`src/rtl/pwm_pulse_train_generator_assert.svh`:
```
// ---------------------------------------------------------------------------
// PWM pulse train generator assertion macros
// Shared concurrent assertion forms for the generator's self checks.
// ---------------------------------------------------------------------------
`ifndef PWM_PULSE_TRAIN_GENERATOR_ASSERT_SVH
`define PWM_PULSE_TRAIN_GENERATOR_ASSERT_SVH

// The consequent must hold in the same cycle as the antecedent.
`define PTG_ASSERT_SAME(label, clk, rst, ante, cons, msg) \
   label: assert property (@(posedge clk) disable iff (rst) (ante) |-> (cons)) \
      else $error(msg);

// The consequent must hold in the cycle after the antecedent.
`define PTG_ASSERT_NEXT(label, clk, rst, ante, cons, msg) \
   label: assert property (@(posedge clk) disable iff (rst) (ante) |=> (cons)) \
      else $error(msg);

`endif

```
`src/rtl/pwm_ptg_pkg.sv`:
```
// ---------------------------------------------------------------------------
// PWM pulse train generator package
// Payload types, command codes, run modes and register indexes.
// ---------------------------------------------------------------------------
package pwm_ptg_pkg;

   localparam int KIND_WIDTH      = 3;
   localparam int DUTY_WIDTH      = 7;
   localparam int CSR_INDEX_WIDTH = 3;
   localparam int CSR_DATA_WIDTH  = 32;
   localparam int DUTY_MAX        = 100;
   localparam int DUTY_DIVISOR    = 100;

   // Request kinds.
   localparam logic [KIND_WIDTH-1:0] KIND_TICK      = 3'd0;
   localparam logic [KIND_WIDTH-1:0] KIND_START_PWM = 3'd1;
   localparam logic [KIND_WIDTH-1:0] KIND_START_PLS = 3'd2;
   localparam logic [KIND_WIDTH-1:0] KIND_ONE_SHOT  = 3'd3;
   localparam logic [KIND_WIDTH-1:0] KIND_STOP      = 3'd4;
   localparam logic [KIND_WIDTH-1:0] KIND_SET_LEVEL = 3'd5;

   // Run modes.
   localparam logic [1:0] MODE_CONT  = 2'd0;
   localparam logic [1:0] MODE_PULSE = 2'd1;
   localparam logic [1:0] MODE_SHOT  = 2'd2;

   // Register indexes.
   localparam logic [CSR_INDEX_WIDTH-1:0] REG_PERIOD   = 3'd0;
   localparam logic [CSR_INDEX_WIDTH-1:0] REG_DUTY     = 3'd1;
   localparam logic [CSR_INDEX_WIDTH-1:0] REG_PULSES   = 3'd2;
   localparam logic [CSR_INDEX_WIDTH-1:0] REG_ONE_SHOT = 3'd3;
   localparam logic [CSR_INDEX_WIDTH-1:0] REG_INVERT   = 3'd4;

   typedef struct packed {
      logic [KIND_WIDTH-1:0] kind;
      logic                  level;
   } req_type;

   typedef struct packed {
      logic pin;
      logic busy_res;
      logic accepted;
      logic train_done;
   } rsp_type;

endpackage

```
`src/rtl/pwm_pulse_train_generator.sv`:
```
// ---------------------------------------------------------------------------
// PWM pulse train generator
// Tick driven PWM, pulse train and one-shot output generator.
// ---------------------------------------------------------------------------
// Reset is synchronous and active high. A request's response is registered
// on acceptance, in the skid stage if the output register still holds one.
// Throughput: one request per cycle while req_stall is low. Requests stall
// after reset and after every configuration write while the active phase
// length is recomputed: a product register forms period times duty, and a
// quotient register divides it by one hundred by reciprocal multiplication.
module pwm_pulse_train_generator #(
   parameter int TICK_WIDTH  = 24,
   parameter int PULSE_WIDTH = 16
) (
   input  logic                                        clock,
   input  logic                                        reset,
   input  logic                                        req_valid,
   output logic                                        req_stall,
   input  pwm_ptg_pkg::req_type                        req_data,
   output logic                                        rsp_valid,
   input  logic                                        rsp_stall,
   output pwm_ptg_pkg::rsp_type                        rsp_data,
   input  logic                                        csr_valid,
   output logic                                        csr_ready,
   input  logic [pwm_ptg_pkg::CSR_INDEX_WIDTH-1:0]     csr_index,
   input  logic [pwm_ptg_pkg::CSR_DATA_WIDTH-1:0]      csr_wdata
);
   import pwm_ptg_pkg::*;

`include "pwm_pulse_train_generator_assert.svh"

   // The product of period and duty, and the reciprocal that divides it by
   // one hundred. With the shift at the product width plus the bits of the
   // divisor, the truncated quotient is exact for every product.
   localparam int              PROD_W      = TICK_WIDTH + DUTY_WIDTH;
   localparam int              RECIP_SHIFT = PROD_W + $clog2(DUTY_DIVISOR);
   localparam int              RECIP_W     = PROD_W + 1;
   localparam int              MUL_W       = PROD_W + RECIP_W;
   localparam longint unsigned RECIP_VALUE =
      ((64'd1 << RECIP_SHIFT) + 64'(DUTY_DIVISOR - 1)) / 64'(DUTY_DIVISOR);
   localparam logic [1:0]      CALC_CYCLES = 2'd2;

   // -----------------------------------------------------------------------
   // Configuration registers. The port never pushes back.
   // -----------------------------------------------------------------------
   logic [TICK_WIDTH-1:0]  period_ff;
   logic [DUTY_WIDTH-1:0]  duty_ff;
   logic [PULSE_WIDTH-1:0] pulse_total_ff;
   logic [TICK_WIDTH-1:0]  one_shot_ff;
   logic                   invert_ff;
   logic                   csr_write;

   assign csr_ready = 1'b1;
   assign csr_write = csr_valid & csr_ready;

   always_ff @(posedge clock) begin
      if (reset) begin
         period_ff      <= TICK_WIDTH'(1000);
         duty_ff        <= DUTY_WIDTH'(50);
         pulse_total_ff <= PULSE_WIDTH'(1);
         one_shot_ff    <= TICK_WIDTH'(1000);
         invert_ff      <= 1'b0;
      end else if (csr_write) begin
         case (csr_index)
            REG_PERIOD:   period_ff      <= csr_wdata[TICK_WIDTH-1:0];
            REG_DUTY:     duty_ff        <= csr_wdata[DUTY_WIDTH-1:0];
            REG_PULSES:   pulse_total_ff <= csr_wdata[PULSE_WIDTH-1:0];
            REG_ONE_SHOT: one_shot_ff    <= csr_wdata[TICK_WIDTH-1:0];
            REG_INVERT:   invert_ff      <= csr_wdata[0];
            default: begin
            end
         endcase
      end
   end

   // -----------------------------------------------------------------------
   // Active length calculation. The active phase is the period times the
   // duty divided by one hundred. The product is registered first, and the
   // quotient, taken from the product times the reciprocal, in the cycle after.
   // Both stages follow the registers continuously; a configuration write
   // holds requests off until the quotient reflects the new values.
   // -----------------------------------------------------------------------
   logic [1:0]            calc_cnt_ff;
   logic [PROD_W-1:0]     prod_ff;
   logic [MUL_W-1:0]      recip_prod;
   logic [TICK_WIDTH-1:0] act_ff;
   logic                  calc_busy;

   assign recip_prod = MUL_W'(prod_ff) * MUL_W'(RECIP_VALUE);
   assign calc_busy  = (calc_cnt_ff != '0);

   always_ff @(posedge clock) begin
      if (reset || csr_write) begin
         calc_cnt_ff <= CALC_CYCLES;
      end else if (calc_cnt_ff != '0) begin
         calc_cnt_ff <= calc_cnt_ff - 2'd1;
      end
   end

   // With the duty at most one hundred the quotient never exceeds the
   // period, so the low bits carry it whole.
   always_ff @(posedge clock) begin
      prod_ff <= PROD_W'(period_ff) * PROD_W'(duty_ff);
      act_ff  <= recip_prod[RECIP_SHIFT +: TICK_WIDTH];
   end

   // -----------------------------------------------------------------------
   // Generator state and its next value for the request being accepted.
   // -----------------------------------------------------------------------
   logic                   level_ff,       level_in;
   logic                   run_active_ff,  run_active_in;
   logic [1:0]             run_mode_ff,    run_mode_in;
   logic [TICK_WIDTH-1:0]  phase_left_ff,  phase_left_in;
   logic [PULSE_WIDTH-1:0] pulses_left_ff, pulses_left_in;
   logic [TICK_WIDTH-1:0]  active_len_ff,  active_len_in;
   logic [TICK_WIDTH-1:0]  idle_len_ff,    idle_len_in;
   logic                   accepted;
   logic                   train_done;
   logic                   req_accept;
   logic [TICK_WIDTH-1:0]  idle_raw;
   logic [TICK_WIDTH-1:0]  start_act_len;
   logic [PULSE_WIDTH-1:0] pulses_dec;
   logic                   start_ok;

   assign idle_raw      = period_ff - act_ff;
   assign start_act_len = (act_ff == '0) ? TICK_WIDTH'(1) : act_ff;
   assign pulses_dec    = pulses_left_ff - PULSE_WIDTH'(1);

   always_comb begin
      level_in       = level_ff;
      run_active_in  = run_active_ff;
      run_mode_in    = run_mode_ff;
      phase_left_in  = phase_left_ff;
      pulses_left_in = pulses_left_ff;
      active_len_in  = active_len_ff;
      idle_len_in    = idle_len_ff;
      accepted       = 1'b0;
      train_done     = 1'b0;
      start_ok       = 1'b0;

      case (req_data.kind)
         KIND_TICK: begin
            if (run_active_ff) begin
               if (phase_left_ff > TICK_WIDTH'(1)) begin
                  phase_left_in = phase_left_ff - TICK_WIDTH'(1);
               end else if (run_mode_ff == MODE_SHOT) begin
                  // A one-shot run flips its level once and ends.
                  level_in      = ~level_ff;
                  run_active_in = 1'b0;
                  phase_left_in = '0;
               end else if (level_ff ^ invert_ff) begin
                  // The active phase ends and the idle phase begins.
                  level_in      = invert_ff;
                  phase_left_in = idle_len_ff;
               end else if ((run_mode_ff == MODE_PULSE) && (pulses_dec == '0)) begin
                  // The last idle phase of a pulse train ends the run.
                  pulses_left_in = pulses_dec;
                  run_active_in  = 1'b0;
                  phase_left_in  = '0;
                  train_done     = 1'b1;
               end else begin
                  if (run_mode_ff == MODE_PULSE) begin
                     pulses_left_in = pulses_dec;
                  end
                  level_in      = ~invert_ff;
                  phase_left_in = active_len_ff;
               end
            end
         end
         KIND_START_PWM, KIND_START_PLS: begin
            start_ok = !run_active_ff && (duty_ff <= DUTY_WIDTH'(DUTY_MAX)) &&
                       !((req_data.kind == KIND_START_PLS) && (pulse_total_ff == '0));
            if (start_ok) begin
               active_len_in  = start_act_len;
               idle_len_in    = (idle_raw == '0) ? TICK_WIDTH'(1) : idle_raw;
               run_mode_in    = (req_data.kind == KIND_START_PLS) ? MODE_PULSE : MODE_CONT;
               run_active_in  = 1'b1;
               pulses_left_in = pulse_total_ff;
               level_in       = ~invert_ff;
               phase_left_in  = start_act_len;
               accepted       = 1'b1;
            end
         end
         KIND_ONE_SHOT: begin
            if (!run_active_ff) begin
               level_in      = req_data.level;
               run_active_in = 1'b1;
               run_mode_in   = MODE_SHOT;
               phase_left_in = (one_shot_ff == '0) ? TICK_WIDTH'(1) : one_shot_ff;
               accepted      = 1'b1;
            end
         end
         KIND_STOP: begin
            run_active_in = 1'b0;
            phase_left_in = '0;
            accepted      = 1'b1;
         end
         KIND_SET_LEVEL: begin
            if (!run_active_ff) begin
               level_in = req_data.level;
               accepted = 1'b1;
            end
         end
         default: begin
         end
      endcase
   end

   // Control state is reset; the stored phase lengths need no reset
   // because they are always written before a run reads them.
   always_ff @(posedge clock) begin
      if (reset) begin
         level_ff       <= 1'b0;
         run_active_ff  <= 1'b0;
         run_mode_ff    <= MODE_CONT;
         phase_left_ff  <= '0;
         pulses_left_ff <= '0;
      end else if (req_accept) begin
         level_ff       <= level_in;
         run_active_ff  <= run_active_in;
         run_mode_ff    <= run_mode_in;
         phase_left_ff  <= phase_left_in;
         pulses_left_ff <= pulses_left_in;
      end
   end

   always_ff @(posedge clock) begin
      if (req_accept) begin
         active_len_ff <= active_len_in;
         idle_len_ff   <= idle_len_in;
      end
   end

   // -----------------------------------------------------------------------
   // Response register with a skid stage. A new request is taken while a
   // response waits, and the skid stage catches it if the consumer stalls.
   // The request side stalls only when the skid stage is full or while the
   // active length is being recomputed.
   // -----------------------------------------------------------------------
   logic    rsp_valid_ff;
   logic    skid_valid_ff;
   rsp_type rsp_data_ff;
   rsp_type skid_data_ff;
   rsp_type rsp_new;
   logic    rsp_leave;

   assign req_stall  = skid_valid_ff | calc_busy;
   assign req_accept = req_valid & ~req_stall;
   assign rsp_leave  = rsp_valid_ff & ~rsp_stall;

   always_comb begin
      rsp_new.pin        = level_in ^ invert_ff;
      rsp_new.busy_res   = run_active_in;
      rsp_new.accepted   = accepted;
      rsp_new.train_done = train_done;
   end

   always_ff @(posedge clock) begin
      if (reset) begin
         rsp_valid_ff  <= 1'b0;
         skid_valid_ff <= 1'b0;
      end else if (skid_valid_ff) begin
         if (rsp_leave) begin
            skid_valid_ff <= 1'b0;
         end
      end else if (req_accept) begin
         if (rsp_valid_ff && !rsp_leave) begin
            skid_valid_ff <= 1'b1;
         end else begin
            rsp_valid_ff <= 1'b1;
         end
      end else if (rsp_leave) begin
         rsp_valid_ff <= 1'b0;
      end
   end

   always_ff @(posedge clock) begin
      if (skid_valid_ff) begin
         if (rsp_leave) begin
            rsp_data_ff <= skid_data_ff;
         end
      end else if (req_accept) begin
         if (rsp_valid_ff && !rsp_leave) begin
            skid_data_ff <= rsp_new;
         end else begin
            rsp_data_ff <= rsp_new;
         end
      end
   end

   assign rsp_valid = rsp_valid_ff;
   assign rsp_data  = rsp_data_ff;

   // -----------------------------------------------------------------------
   // Self checks.
   // -----------------------------------------------------------------------
   `PTG_ASSERT_SAME(a_skid_behind_rsp, clock, reset, skid_valid_ff, rsp_valid_ff,
                    "skid stage holds a response while the output register is empty")
   `PTG_ASSERT_SAME(a_run_has_phase, clock, reset, run_active_ff, phase_left_ff != '0,
                    "active run with no ticks left in its phase")
   `PTG_ASSERT_SAME(a_done_ends_run, clock, reset, rsp_valid_ff && rsp_data_ff.train_done,
                    !rsp_data_ff.busy_res && !rsp_data_ff.pin ^ invert_ff ||
                    !rsp_data_ff.busy_res && invert_ff,
                    "pulse train finished but the run is still marked busy")
   `PTG_ASSERT_NEXT(a_busy_refusal, clock, reset,
                    req_accept && run_active_ff && (req_data.kind == KIND_ONE_SHOT ||
                    req_data.kind == KIND_SET_LEVEL || req_data.kind == KIND_START_PWM ||
                    req_data.kind == KIND_START_PLS),
                    run_active_ff && $stable(phase_left_ff) && $stable(level_ff),
                    "command refused while busy changed the run state")

endmodule
```
`config.mk`:
```
export PLATFORM = sky130hd
export DESIGN_NAME = pwm_pulse_train_generator
export DESIGN_NICKNAME = d
export VERILOG_FILES = /design/src/rtl/pwm_ptg_pkg.sv /design/src/rtl/pwm_pulse_train_generator.sv
export VERILOG_INCLUDE_DIRS = /design/src /design/src/rtl
export SDC_FILE = /design/constraint.sdc
export NUM_CORES = 2
export LEC_CHECK = 0
export ABC_AREA = 1
export BUFFER_PORTS_ARGS = -buffer_cell sky130_fd_sc_hd__buf_2
export CAP_MARGIN = 10
export CORE_MARGIN = 5
export CORE_UTILIZATION = 44
export DETAILED_ROUTE_END_ITERATION = 8
export PLACE_DENSITY_LB_ADDON = 0.12
export SLEW_MARGIN = 10
export SYNTH_ARGS = -nofsm -noshare
export SYNTH_HDL_FRONTEND = slang
export SYNTH_SLANG_ARGS = --single-unit
```
`constraint.sdc`:
```
create_clock -name clock -period 5.86 [get_ports clock]
set_clock_uncertainty 0.05 [all_clocks]
set_input_delay 0.586 -clock clock [delete_from_list [all_inputs] [get_ports clock]]
set_output_delay 0.586 -clock clock [all_outputs]
set_load 0.02 [all_outputs]
```
==> metrics.txt <==
Rows=100; core area=74600 sq um; CTS root buf=clkbuf_16; Num Clock Sinks=231; H-tree Lvls=1; r2r setup slk=-360 ps; I/O pins=51; pin count of the biggest net entering global routing=85; IO Port Bufs=41; Worst EP required=6300 ps; die width=284 um; area added between synthesis and finish=19.1%; ys async rst share=0%; Crit Path Class=reg -> reg; Final Hold Viols=0; Mean Syn Cell Area=8.31 sq um; count leader, synth=inv_1; CP endpoint kind=register; crit path to=act_ff[20]; area fraction of the dominant cell type after synthesis=29.3%; Crit Path Max Fanout=7; DP HPWL=89100 um; initial antenna violation count=1; ANT cells=0; Tmin final=6220 ps; grt ovf=0; fmax=0.161 GHz; Startpoint Class=register; Worst slew margin=41.4%; Initial Utilization=44.4%; DRT iter0 DRCs=1636; Area contributors post-synth=fa_1, ha_1, inv_1; vias per cell=5.07; CP peak stage delay=630 ps; first-pass GRT wire length=161000 um; final cell count without fillers=5291; library cells used by synthesis=56; setup ws final=-359 ps; Placed Cells incl. Taps=5192; Worst setup startpoint=prod_ff[7]; violated checks=negative setup slack; Worst-Margin Slew=873 ps; share of post-route cells with drive strength above 1=17.8%; delay-heaviest family, CP=adder cells; DRC Markers=0; instance count on the critical path=25; CTS clock-pin slew for the worst setup and hold paths=70 ps; post-DR wirelength/cell=19.7 um; GRT Overall Usage=25.5%; total number of vias=26834; CTS Buf Count=30; Final Max Tran Viols=0; First-pass DRT Iterations=6; Yosys reg bits=231; setup TNS=-5290 ps; Post-synth EDFFs=56; Die ar.=80800 sq um; Worst R2R Path Depth=25; CTS tree=yes; vias in the first global route=27392; max-cap viol count=0; syn_nets=4969; Nets=5284; cells after synthesis=3983; insertion delay to the later sink of the worst-skew pair=600 ps; dominant synthesized flop cell=dfxtp_1; Netlist Area Pre-Place=33100 sq um; status=finished with violations; Setup violations, final=24; Synth warnings=0; critical path arrival=6660 ps; Synth area leader=fa_1; GPL Wtd Cong=0.961; Die Y=284 um; r2r startpoint=prod_ff[7]; WL final=104000 um; Bufs and invs on worst path=6; Worst Hold Class=in -> reg; post-route clock period utilization=106%; RSZ-0062 raised after global routing=yes; Detail Route Antenna Nets=0; Seq/Total Area, Yosys=15.7%; clk buf depth=3; top cells by count, synth=inv_1, nand2_1, fa_1; reg2reg end=act_ff[20]; slowest cell on the critical path=fa_2
-- through the flow --
| step | util, % | hold slack, ps | worst slack (ps) | cell area (sq um) |
|---|---|---|---|---|
| 6_report | 52.9 | 135 | -359 | 39400 |
| 5_1_grt | 52.9 | 120 | -546 | 39400 |
| 4_1_cts | 51.7 | 98.2 | -399 | 38600 |
| 3_5_place_dp | 49.1 | 407 | -622 | 36600 |
| 3_3_place_gp | 49.1 | 401 | -604 | 36600 |
| 2_1_floorplan | - | 385 | -76.2 | 33200 |
-- sequential cells by signal, summed over array words and instances, names as in the netlist --
name and cells:
pulses_left_ff 16, duty_ff 7, pulse_total_ff 16, phase_left_ff 24, run_active_ff 1, invert_ff 1
rsp_data 4, rsp_valid 1, active_len_ff 24, skid_data_ff 4, calc_cnt_ff 2, idle_len_ff 24
period_ff 24, prod_ff 31, one_shot_ff 24, level_ff 1, skid_valid_ff 1, act_ff 24
run_mode_ff 2
-- cell type report --
type | count | area [sq um]
clock inverter | 17 | 211
inverter | 989 | 3720
multi-input combinational | 2645 | 25100
tap | 969 | 1210
sequential | 231 | 5250
fill | 7127 | 35100
timing repair buffer | 401 | 3080
clock buffer | 39 | 857
-- per-layer routing --
layer / track usage [%] / vias up / routed length [um]
met5: 0 / - / 13
met4: 5.03 / 2 / 2460
met3: 4.26 / 104 / 6710
met2: 40.8 / 664 / 46800
met1: 36.8 / 13063 / 48100
li1: - / 13001 / -
-- worst reg2reg max path: stages, from the launching register on --
cell and delay, ps:
dfxtp_4 400, buf_4 160, ha_1 310, inv_1 70
fa_1 540, inv_1 50, ha_1 300, ha_4 240
fa_2 610, fa_1 480, fa_1 520, inv_2 40
fa_2 630, inv_2 70, ha_4 310, nand2_4 70
nor2_4 120, inv_2 70, nor4_4 280, nand3_1 130
nand3_2 160, a21oi_4 90, o21ai_4 210, nand2_1 90
nand3_1 70, nand2_1 50
-- what timing repair did --
action | CTS | global route
resized for setup | 172 | 178
endpoints found under the setup margin | 24 | 24
buffers inserted | 23 | 26
hold buffers | 0 | 0
pin swaps | 79 | 93
cloned | 0 | 0
-- layout by cell type, fill, tap and decap left out, types with 26 or more instances in the layout --
cell | Yosys | final
a21oi_1 | 228 | 195
buf_4 | 2 | 329
nand3_1 | 89 | 82
fa_1 | 484 | 448
xor2_1 | 63 | 58
xnor2_1 | 29 | 28
clkbuf_16 | 0 | 32
ha_4 | 0 | 45
o21ai_0 | 221 | 198
nand2_1 | 526 | 501
nor2_1 | 305 | 274
a21oi_2 | 2 | 26
ha_1 | 458 | 404
dfxtp_1 | 175 | 153
inv_1 | 973 | 928
edfxtp_1 | 56 | 56
inv_2 | 12 | 55
buf_2 | 2 | 41
fa_2 | 0 | 36
-- worst min-delay path by stage --
stage	start	endpoint	depth (start not counted)
finish	csr_valid	calc_cnt_ff[0]	2
detailed placement	calc_cnt_ff[1]	calc_cnt_ff[1]	2
global route	csr_valid	calc_cnt_ff[0]	2
CTS	csr_valid	calc_cnt_ff[0]	2
floorplan	calc_cnt_ff[1]	calc_cnt_ff[1]	2
global placement	calc_cnt_ff[1]	calc_cnt_ff[1]	2
-- cells by family (layout without fill, tap and decap cells) --
family,after synthesis,after routing,share of synthesized area [%]
buffers and inverters,1107,1446,12.7
AOI/OAI and AO/OA,592,592,9.90
xor gates and xnor gates,92,92,2.43
muxes,1,1,0.0340
other,1,1,0.0113
adders and majority gates,942,942,46.6
and+or+nand+nor,1017,1017,12.7
DFF,231,231,15.7
Power is not shown: default switching activity piles up to over one toggle a cycle in this logic, so the estimate is an artifact.
